### src/eeg_fd_pkg.sv
// ----------------------------------------------------------------------------
// eeg_fd_pkg
// Types and fixed frame layout constants for the EEG frame deframer.
// ----------------------------------------------------------------------------
`timescale 1ns / 1ps
`default_nettype none

package eeg_fd_pkg;

  localparam logic [7:0] SYNC_FIRST  = 8'hAB;
  localparam logic [7:0] SYNC_SECOND = 8'hCD;

  localparam int SUM_FIRST  = 2;   // first byte covered by the checksum
  localparam int SUM_LAST   = 33;  // last byte covered by the checksum
  localparam int SUM_POS    = 34;  // checksum byte
  localparam int TIME_POS   = 3;   // board timestamp, 4 bytes big-endian
  localparam int SAMPLE_POS = 10;  // first sample byte
  localparam int CHANNELS   = 8;
  localparam int SAMPLE_W   = 24;

  typedef logic [7:0] byte_t;

  typedef struct packed {
    logic [31:0]                        board_time;
    logic [CHANNELS-1:0][SAMPLE_W-1:0]  samples;
  } frame_t;

  // Front to queue: one decoded frame per transfer.
  typedef struct packed {
    logic   valid;
    frame_t frame;
  } push_t;

  // Queue status seen by both sides.
  typedef struct packed {
    logic empty;
    logic full;
  } q_stat_t;

endpackage

`default_nettype wire

### src/eeg_frame_deframer.sv
// A good frame goes from its last byte into a queue entry, then the output register.
// Throughput: one byte per cycle; the input stalls only when the two-entry
//   queue and the output register are all held by a stalled output side.
// Reset (rst, synchronous): empties the window, queue and output register;
//   no start-up pass is needed, bytes are taken from the first cycle after.
// ----------------------------------------------------------------------------
// eeg_frame_deframer
// Sync-word frame deframer with a modulo-256 sum check.
// ----------------------------------------------------------------------------
`timescale 1ns / 1ps
`default_nettype none

module eeg_frame_deframer
  import eeg_fd_pkg::*;
#(
  parameter int FRAME_BYTES = 37   // window length, 35 to 64
) (
  input  logic               clk,
  input  logic               rst,
  // byte input channel
  input  logic               in_valid,
  output logic               in_ready,
  input  logic [7:0]         rx_byte,
  // frame result channel
  output logic               out_valid,
  input  logic               out_ready,
  output logic [31:0]        board_time,
  output logic signed [23:0] sample_0,
  output logic signed [23:0] sample_1,
  output logic signed [23:0] sample_2,
  output logic signed [23:0] sample_3,
  output logic signed [23:0] sample_4,
  output logic signed [23:0] sample_5,
  output logic signed [23:0] sample_6,
  output logic signed [23:0] sample_7
);

  push_t   push;
  q_stat_t q_stat;
  frame_t  head;
  frame_t  result;
  logic    pop;

  // Front: the byte window shifts on every transfer. A running sum over the
  // checksum span is updated by one add and one subtract per byte, so the
  // check of a full window (two sync bytes plus sum compare) fits in the
  // same cycle as the byte that completes it. A good frame is pushed into
  // the queue with its fields already picked out; the window then restarts.
  eeg_fd_front #(
    .FRAME_BYTES (FRAME_BYTES)
  ) u_front (
    .clk      (clk),
    .rst      (rst),
    .in_valid (in_valid),
    .in_ready (in_ready),
    .rx_byte  (rx_byte),
    .q_stat   (q_stat),
    .push     (push)
  );

  // Queue: decouples the byte side from a stalled result consumer.
  eeg_fd_queue u_queue (
    .clk    (clk),
    .rst    (rst),
    .push   (push),
    .pop    (pop),
    .head   (head),
    .q_stat (q_stat)
  );

  // Back: registered result transfer.
  eeg_fd_back u_back (
    .clk       (clk),
    .rst       (rst),
    .q_stat    (q_stat),
    .head      (head),
    .pop       (pop),
    .out_valid (out_valid),
    .out_ready (out_ready),
    .result    (result)
  );

  assign board_time = result.board_time;
  assign sample_0   = $signed(result.samples[0]);
  assign sample_1   = $signed(result.samples[1]);
  assign sample_2   = $signed(result.samples[2]);
  assign sample_3   = $signed(result.samples[3]);
  assign sample_4   = $signed(result.samples[4]);
  assign sample_5   = $signed(result.samples[5]);
  assign sample_6   = $signed(result.samples[6]);
  assign sample_7   = $signed(result.samples[7]);

endmodule

`default_nettype wire

### src/eeg_fd_front.sv
// ----------------------------------------------------------------------------
// eeg_fd_front
// Byte window, sliding checksum and frame check; pushes good frames.
// ----------------------------------------------------------------------------
`timescale 1ns / 1ps
`default_nettype none

module eeg_fd_front
  import eeg_fd_pkg::*;
#(
  parameter int FRAME_BYTES = 37
) (
  input  logic    clk,
  input  logic    rst,
  input  logic    in_valid,
  output logic    in_ready,
  input  logic [7:0] rx_byte,
  input  q_stat_t q_stat,
  output push_t   push
);

  localparam int FILL_W = $clog2(FRAME_BYTES);

  // Newest byte always at the top; when the window is full it sits at 0..N-1.
  byte_t             window      [FRAME_BYTES];
  byte_t             window_next [FRAME_BYTES];
  byte_t             win_sum;
  byte_t             win_sum_next;
  logic [FILL_W-1:0] fill;
  logic              accept;
  logic              full_now;
  logic              frame_ok;

  assign in_ready = !q_stat.full;
  assign accept   = in_valid && in_ready;
  assign full_now = (fill == FILL_W'(FRAME_BYTES - 1));

  always_comb begin
    for (int i = 0; i < FRAME_BYTES - 1; i++) begin
      window_next[i] = window[i + 1];
    end
    window_next[FRAME_BYTES - 1] = rx_byte;
  end

  // Sum of positions 2..33 slides by one byte per shift.
  assign win_sum_next = win_sum - window[SUM_FIRST] + window_next[SUM_LAST];

  assign frame_ok = (window_next[0] == SYNC_FIRST) && (window_next[1] == SYNC_SECOND) &&
                    (win_sum_next == window_next[SUM_POS]);

  always_comb begin
    push.valid            = accept && full_now && frame_ok;
    push.frame.board_time = {window_next[TIME_POS], window_next[TIME_POS + 1],
                             window_next[TIME_POS + 2], window_next[TIME_POS + 3]};
    for (int c = 0; c < CHANNELS; c++) begin
      push.frame.samples[c] = {window_next[SAMPLE_POS + 3 * c],
                               window_next[SAMPLE_POS + 3 * c + 1],
                               window_next[SAMPLE_POS + 3 * c + 2]};
    end
  end

  always_ff @(posedge clk) begin
    if (rst) begin
      fill    <= '0;
      win_sum <= '0;
      for (int i = 0; i < FRAME_BYTES; i++) begin
        window[i] <= '0;
      end
    end else if (accept) begin
      win_sum <= win_sum_next;
      for (int i = 0; i < FRAME_BYTES; i++) begin
        window[i] <= window_next[i];
      end
      if (full_now) begin
        // good frame empties the window; a bad one drops the oldest byte
        if (frame_ok) begin
          fill <= '0;
        end
      end else begin
        fill <= fill + 1'b1;
      end
    end
  end

endmodule

`default_nettype wire

### src/eeg_fd_queue.sv
// ----------------------------------------------------------------------------
// eeg_fd_queue
// Two-entry frame queue between the front and the output stage.
// ----------------------------------------------------------------------------
`timescale 1ns / 1ps
`default_nettype none

module eeg_fd_queue
  import eeg_fd_pkg::*;
(
  input  logic    clk,
  input  logic    rst,
  input  push_t   push,
  input  logic    pop,
  output frame_t  head,
  output q_stat_t q_stat
);

  frame_t     entry [2];
  logic       wr_ptr;
  logic       rd_ptr;
  logic [1:0] count;
  logic       do_pop;

  assign q_stat.empty = (count == 2'd0);
  assign q_stat.full  = (count == 2'd2);
  assign head         = entry[rd_ptr];
  assign do_pop       = pop && !q_stat.empty;

  always_ff @(posedge clk) begin
    if (push.valid) begin
      entry[wr_ptr] <= push.frame;
    end
  end

  always_ff @(posedge clk) begin
    if (rst) begin
      wr_ptr <= 1'b0;
      rd_ptr <= 1'b0;
      count  <= 2'd0;
    end else begin
      if (push.valid) begin
        wr_ptr <= !wr_ptr;
      end
      if (do_pop) begin
        rd_ptr <= !rd_ptr;
      end
      case ({push.valid, do_pop})
        2'b10:   count <= count + 2'd1;
        2'b01:   count <= count - 2'd1;
        default: count <= count;
      endcase
    end
  end

endmodule

`default_nettype wire

### src/eeg_fd_back.sv
// ----------------------------------------------------------------------------
// eeg_fd_back
// Output register: takes frames from the queue and presents the fields.
// ----------------------------------------------------------------------------
`timescale 1ns / 1ps
`default_nettype none

module eeg_fd_back
  import eeg_fd_pkg::*;
(
  input  logic    clk,
  input  logic    rst,
  input  q_stat_t q_stat,
  input  frame_t  head,
  output logic    pop,
  output logic    out_valid,
  input  logic    out_ready,
  output frame_t  result
);

  // Load whenever the queue holds a frame and the register is free or being emptied this cycle.
  assign pop = !q_stat.empty && (!out_valid || out_ready);

  always_ff @(posedge clk) begin
    if (pop) begin
      result <= head;
    end
  end

  always_ff @(posedge clk) begin
    if (rst) begin
      out_valid <= 1'b0;
    end else if (pop) begin
      out_valid <= 1'b1;
    end else if (out_ready) begin
      out_valid <= 1'b0;
    end
  end

endmodule

`default_nettype wire

### config.mk
export PLATFORM = sky130hd
export DESIGN_NAME = eeg_frame_deframer
export DESIGN_NICKNAME = d
export VERILOG_FILES = /design/src/eeg_fd_pkg.sv /design/src/eeg_frame_deframer.sv /design/src/eeg_fd_front.sv /design/src/eeg_fd_queue.sv /design/src/eeg_fd_back.sv
export SDC_FILE = /design/constraint.sdc
export NUM_CORES = 1
export LEC_CHECK = 0
export ABC_CLOCK_PERIOD_IN_PS = 59400
export BUFFER_PORTS_ARGS = -buffer_cell sky130_fd_sc_hd__clkbuf_2
export CORE_MARGIN = 5
export CORE_UTILIZATION = 30
export CTS_BUF_LIST = sky130_fd_sc_hd__clkbuf_2 sky130_fd_sc_hd__clkbuf_4 sky130_fd_sc_hd__clkbuf_8
export DETAILED_ROUTE_END_ITERATION = 10
export GPL_TIMING_DRIVEN = 0
export PLACE_DENSITY_LB_ADDON = 0.12
export SYNTH_ARGS = -nofsm -noshare
export SYNTH_HDL_FRONTEND = slang
export SYNTH_SLANG_ARGS = --single-unit
### constraint.sdc
create_clock -name clk -period 59.4 [get_ports clk]
set_clock_uncertainty 0.2 [all_clocks]
set_input_delay 2.97 -clock clk [delete_from_list [all_inputs] [get_ports clk]]
set_output_delay 2.97 -clock clk [all_outputs]
set_load 0.01 [all_outputs]
== After elaboration in Yosys (flattened, before gate mapping) ==
Memory sizes are Yosys's and may differ from the RTL's. A register that Yosys moved wholly into a read port is not among the register bits.
Index checks and enable logic that the tools add are counted.
Word-level totals
  flip-flop bits (word level): 19
  bits in writable memories: 744
  bits of input ports: 12
  bits in read-only memories: 0
  bits in latches: 0
  memories kept: 2
  output and inout port bits: 226
  logic and storage cells: 124
Operators by class
  $add $sub $neg: 5
  multiply operators: 0
  reductions and logical operators: 17
  shifts and indexed selects: 0
  multiplexer cells: 49
  div/mod/pow operators: 0
  equality and inequality tests: 8
  bitwise operators: 37
  magnitude comparators: 0
Memories
  u_queue.entry: words 2, bits a word 224, read ports 1, clocked after memory_dff 1, write ports 1, RTL line eeg_fd_queue.sv:19  | frame_t entry [2];
  u_front.window: words 37, bits a word 8, read ports 36, clocked after memory_dff 0, write ports 37, RTL line eeg_fd_front.sv:25  | byte_t window [FRAME_BYTES];
Operator list (count)
  $mux 8: 37
  $or 1x1->1: 37
  $eq 8x8->1 const B: 2
  $mux 6: 2
  $mux 1: 9
  $add 8x8->8: 1
  $eq 8x8->1: 1
  $sub 8x8->8: 1
  $logic_and 1x1->1: 7
  $add 6x1->6 const B: 1
  $eq 6x6->1 const B: 1
  $logic_not 1->1: 5
  $eq 2x2->1 const B: 2
  $pmux 2 s2: 1
  $reduce_bool 2->1: 2
  $add 2x1->2 const B: 1
  $eq 2x1->1 const B: 1
  $logic_not 2->1: 1
  $ne 2x2->1 const B: 1
  $reduce_and 2->1: 1
  $sub 2x1->2 const B: 1
  $logic_or 1x1->1: 1

== Depth between registers and ports, before layout ==
  depth in word-level cells: 7
  mapped depth: 15
  gate-level depth less buffers: 15

== Hierarchy ==
Synthesis repeated with hierarchy kept, for this count alone.
Second synthesis, totals
  cells, all modules: 1972
  area total of the unflattened synthesis: 36989.2 sq um
Modules (own cells, without submodules)
  eeg_fd_queue: area each 16425.8 sq um, seq. area each 13553.0 sq um, cells each 720, instances 1
  eeg_fd_front: area each 13780.7 sq um, seq. area each 8928.6 sq um, cells each 1024, instances 1
  eeg_fd_back: area each 6782.8 sq um, seq. area each 6746.5 sq um, cells each 228, instances 1

== Least setup slack after synthesis ==
OpenSTA, ideal clock, no wires.
  path type: input to register
  from: in in_valid
  to: mem u_queue.entry[0][0] (netlist bit) (enable)
  setup slack: 38.701 ns
  required time: 58.117 ns
  buffers on the path: 0
  setup time: 1.083 ns
  arrival time: 19.417 ns
  cell stages on the path: 5
  path through: nand4_1 -> a211o_2 -> or4_1 -> or4_4 -> nor3_1
On the way
  cells in the longest elaborated chain, start to end: 5
RTL lines
  from (decl): RTL line eeg_frame_deframer.sv:21  | input logic in_valid,
  $logic_and 1x1->1: RTL line eeg_fd_front.sv:35  | assign accept = in_valid && in_ready;
  $logic_and 1x1->1 (2 in series): RTL line eeg_fd_front.sv:52  | push.valid = accept && full_now && frame_ok;
  $mux 1: RTL line eeg_fd_queue.sv:31  | if (push.valid) begin
  $mux 1 (implied by the code): RTL line eeg_fd_queue.sv:32  | entry[wr_ptr] <= push.frame;
  to (decl): RTL line eeg_fd_queue.sv:19
No other way between the ends.

== Worst setup path in the final report ==
  from: in in_valid
  to: mem u_queue.entry[0][108] (netlist bit) (enable)
The elaborated chain is that of the path after synthesis.

==> results.md <==
- Worst Hold Path Cells: 2
- Fin crit share: about a tenth
- Vias in the first global route: between 15k and 20k
- Crit-path leading delay family: simple AND/OR/NAND/NOR gates
- Power Density: 34.0 mW/mm^2
- Leakage: approximately 15 nW
- Placed Area: between 0.03 and 0.04 mm^2
- Largest net degree at the start of global routing: 65
- GRT overflow: 0
- Starting Density: between 30 and 40%
- Critical Path Source Type: primary input
- Antenna violations before repair: 4
- RSZ-0062 raised after global routing: false
- CP endpoint kind: flop
- Layout cells sized above 1: around 34%
- Critical path class: in2reg
- Clock Path Buffers: 3
- TNS Setup: 0 ns
- Area grow syn2layout: 20.7%
- Worst hold path type: reg2reg
- R2r setup slk: 53.52 ns
- Routability cong.: 0.739
- CP Depth: 12
- Postcts setup bufs: 0
- Worst r2r src: u_front.window[0][273]
- First-pass GRT wire length: around 110000 um
- Slew HR: between 30 and 40%
- Arrival @ worst endpoint: about 6.5 ns
- Most common cell after layout, fill and taps aside: edfxtp_1
- Fmax: between 150 and 200 MHz
- Least-Margin Pin Slew: between 1 and 1.5 ns
- Max Slew Vio Count: 0
- CP Cell Sequence: clkbuf_2 -> nand4_1 -> a211o_2 -> or4_1 -> or4_4 -> nor3_2 -> buf_8 -> buf_6 -> buf_6 -> buf_6 -> buf_8 -> buf_6
- Die height: ~350 um
- Core ar.: 0.116 mm^2
- Number of CTS-inserted buffers: 167
- Synthesized cell area: ~0.035 mm^2
- Syn avg cell area: ~20 um^2
- R2R Path End: u_queue.entry[0][108]
- Post-synthesis async set-or-reset flop share: 0%
- H-Tree Depth: 4
- CTS Hold Bufs: 0
- Number of port buffers: roughly 240
- MaxCap Viol Count: 0
- Buf/Inv on CP: 7
- Total die area: between 0.1 and 0.15 mm^2
- Dominant synthesized flop cell: edfxtp_1
- Clock latency on the worst-skew pair: 0.80 ns
- Post-synth EDFFs: 960
- Clock Tree Root: clkbuf_8
- Final hold vios: 0
- Most frequent CP cell: buf_6
- Final setup viols: 0
- Mapped Nets: between 1.5k and 2k
- DR pass1 iterations: 4
- Total number of vias: approximately 16k
- # IOs: approximately 240
- TritonCTS clock tree: built
- Netlist cell types: 54
- Max IR drop VDD: 0.0162 mV
- Tmin final: about 6.2 ns
- Cell Rows: around 130
- Drt wl/cell: roughly 19 um
- Post-DP HPWL: just under 50000 um
- Critical Path RT: between 50 and 60 ns
- Drt via density: roughly 4.3
- CP max stage delay: between 0.7 and 0.8 ns
- Seq/Total Area, Yosys: between 80% and 90%
- All-Layer GR Usage: between 10 and 15%
- #FFs+latches synth: 979
- Non-filler cells in the finished layout: between 3k and 4k
- Post-Route WL: between 70000 and 80000 um
- Synth warnings: 0
- Placed Cells: 3567
- Synth Instances: ~1.7k
- Clock Pin Slew Worst Setup and Hold Paths: approximately 0.060 ns
- Worst hold slack: roughly 0.25 ns
- Commonest non-fill, non-tap cells in the layout: edfxtp_1, and2_1, clkbuf_2
- Hold Path Origin: u_front.win_sum[1]
- Detail Route Antenna Nets: 0
- Finished Cell Area: 0.0424 mm^2
- Clk sink count: between 900 and 1k
- CTS-repair resized insts: 0
- Die Span X: around 350 um
- R2R cell count: 16
- Outcome: complete, no violations
- Critical path fanouts, max: 11
- Worst Hold End: u_front.win_sum[1]
- Initial DRC Count: 848
- DRC Markers: 0
- CP max stage cell: nor3_2
- Total Nets Final: around 2.2k
## routing by layer
metal | vias up | global-route usage [%] | wire length [um]
met5 | - | 0 | 0
met4 | 0 | 4.53 | 1990
met3 | 142 | 3.51 | 4300
met2 | 405 | 19.0 | 34300
met1 | 8348 | 16.1 | 34300
li1 | 7580 | - | -
## registers in the layout (all words and copies together), names as in the netlist
name,flops
u_queue.entry,448
u_front.window,288
u_back.result,224
u_front.win_sum,8
u_front.fill,6
u_queue.count,2
u_back.out_valid,1
u_queue.rd_ptr,1
u_queue.wr_ptr,1
## power breakdown
group          switching [mW]  internal [mW]
Sequential             0.0101          0.772
Combinational          0.0390         0.0258
Clock                   0.271          0.324
Total                   0.320           1.12
## cells by family after synthesis
family	share of synthesized area, %
compound gates	0.827
xor+xnor	0.560
fa+ha+maj	0.791
buf+inv	0.987
flops	83.2
mux	7.25
simple gates	6.38
## layout make-up
cell class              instances  area [um^2]
repair buffers                298         2050
diodes                          1         2.50
well taps                    1524         1910
clock inverters                72          520
flip-flops and latches        979        29200
fillers                     10900        73800
inverters                      30          113
multi-input cells             674         5570
clock buffers                 225         2750
plain buffers                  62          234
## synthesized netlist by cell type (3+ instances only)
cell      instances  area, um^2
nand4_1           6        37.5
ha_1             11         138
fa_1              7         140
nor2b_1          24         150
or3_1             7        43.8
inv_1            30         113
o21a_1            3        22.5
a21oi_1          16        80.1
o21ai_0           7        35.0
and2_1          258        1610
mux2_2          225        2530
xnor2_1          13         114
nand2b_1          8        50.1
nand2_1          14        52.6
edfxtp_1        960       28800
nor4_1            4        25.0
dfxtp_1          19         380
xor2_1            3        26.3
nor3_1           10        50.1
nand3_1           4        20.0
a211oi_1          3        22.5
nor2_1           15        56.3
clkbuf_1         61         229
## how the worst max path moves through the flow
stage                  start               endpoint
finish              in_valid  u_queue.entry[0][108]
global route        in_valid  u_queue.entry[1][107]
CTS                 in_valid   u_queue.entry[0][97]
detailed placement  in_valid   u_queue.entry[0][84]
global placement    in_valid   u_queue.entry[1][60]
floorplan           in_valid    u_queue.entry[0][0]
## worst register-to-register path, delay by kind of cell (launching register included)
family / cells / cell delay [ns]
simple gates: 3 / 1.85
fa+ha+maj: 2 / 1.05
compound gates: 1 / 0.31
flops: 1 / 0.43
buf+inv: 8 / 1.33
xor+xnor: 2 / 0.44
## per-stage QoR
stage	total power, mW	utilization, %	setup slack (ns)
2_1_floorplan	0.842	-	38.70
3_3_place_gp	0.863	32.9	25.17
3_5_place_dp	0.861	33.6	52.27
4_1_cts	1.47	36.4	53.19
5_1_grt	1.51	36.5	53.08
6_report	1.44	36.5	53.19
Note: power is estimated with default switching activity, not from simulation.
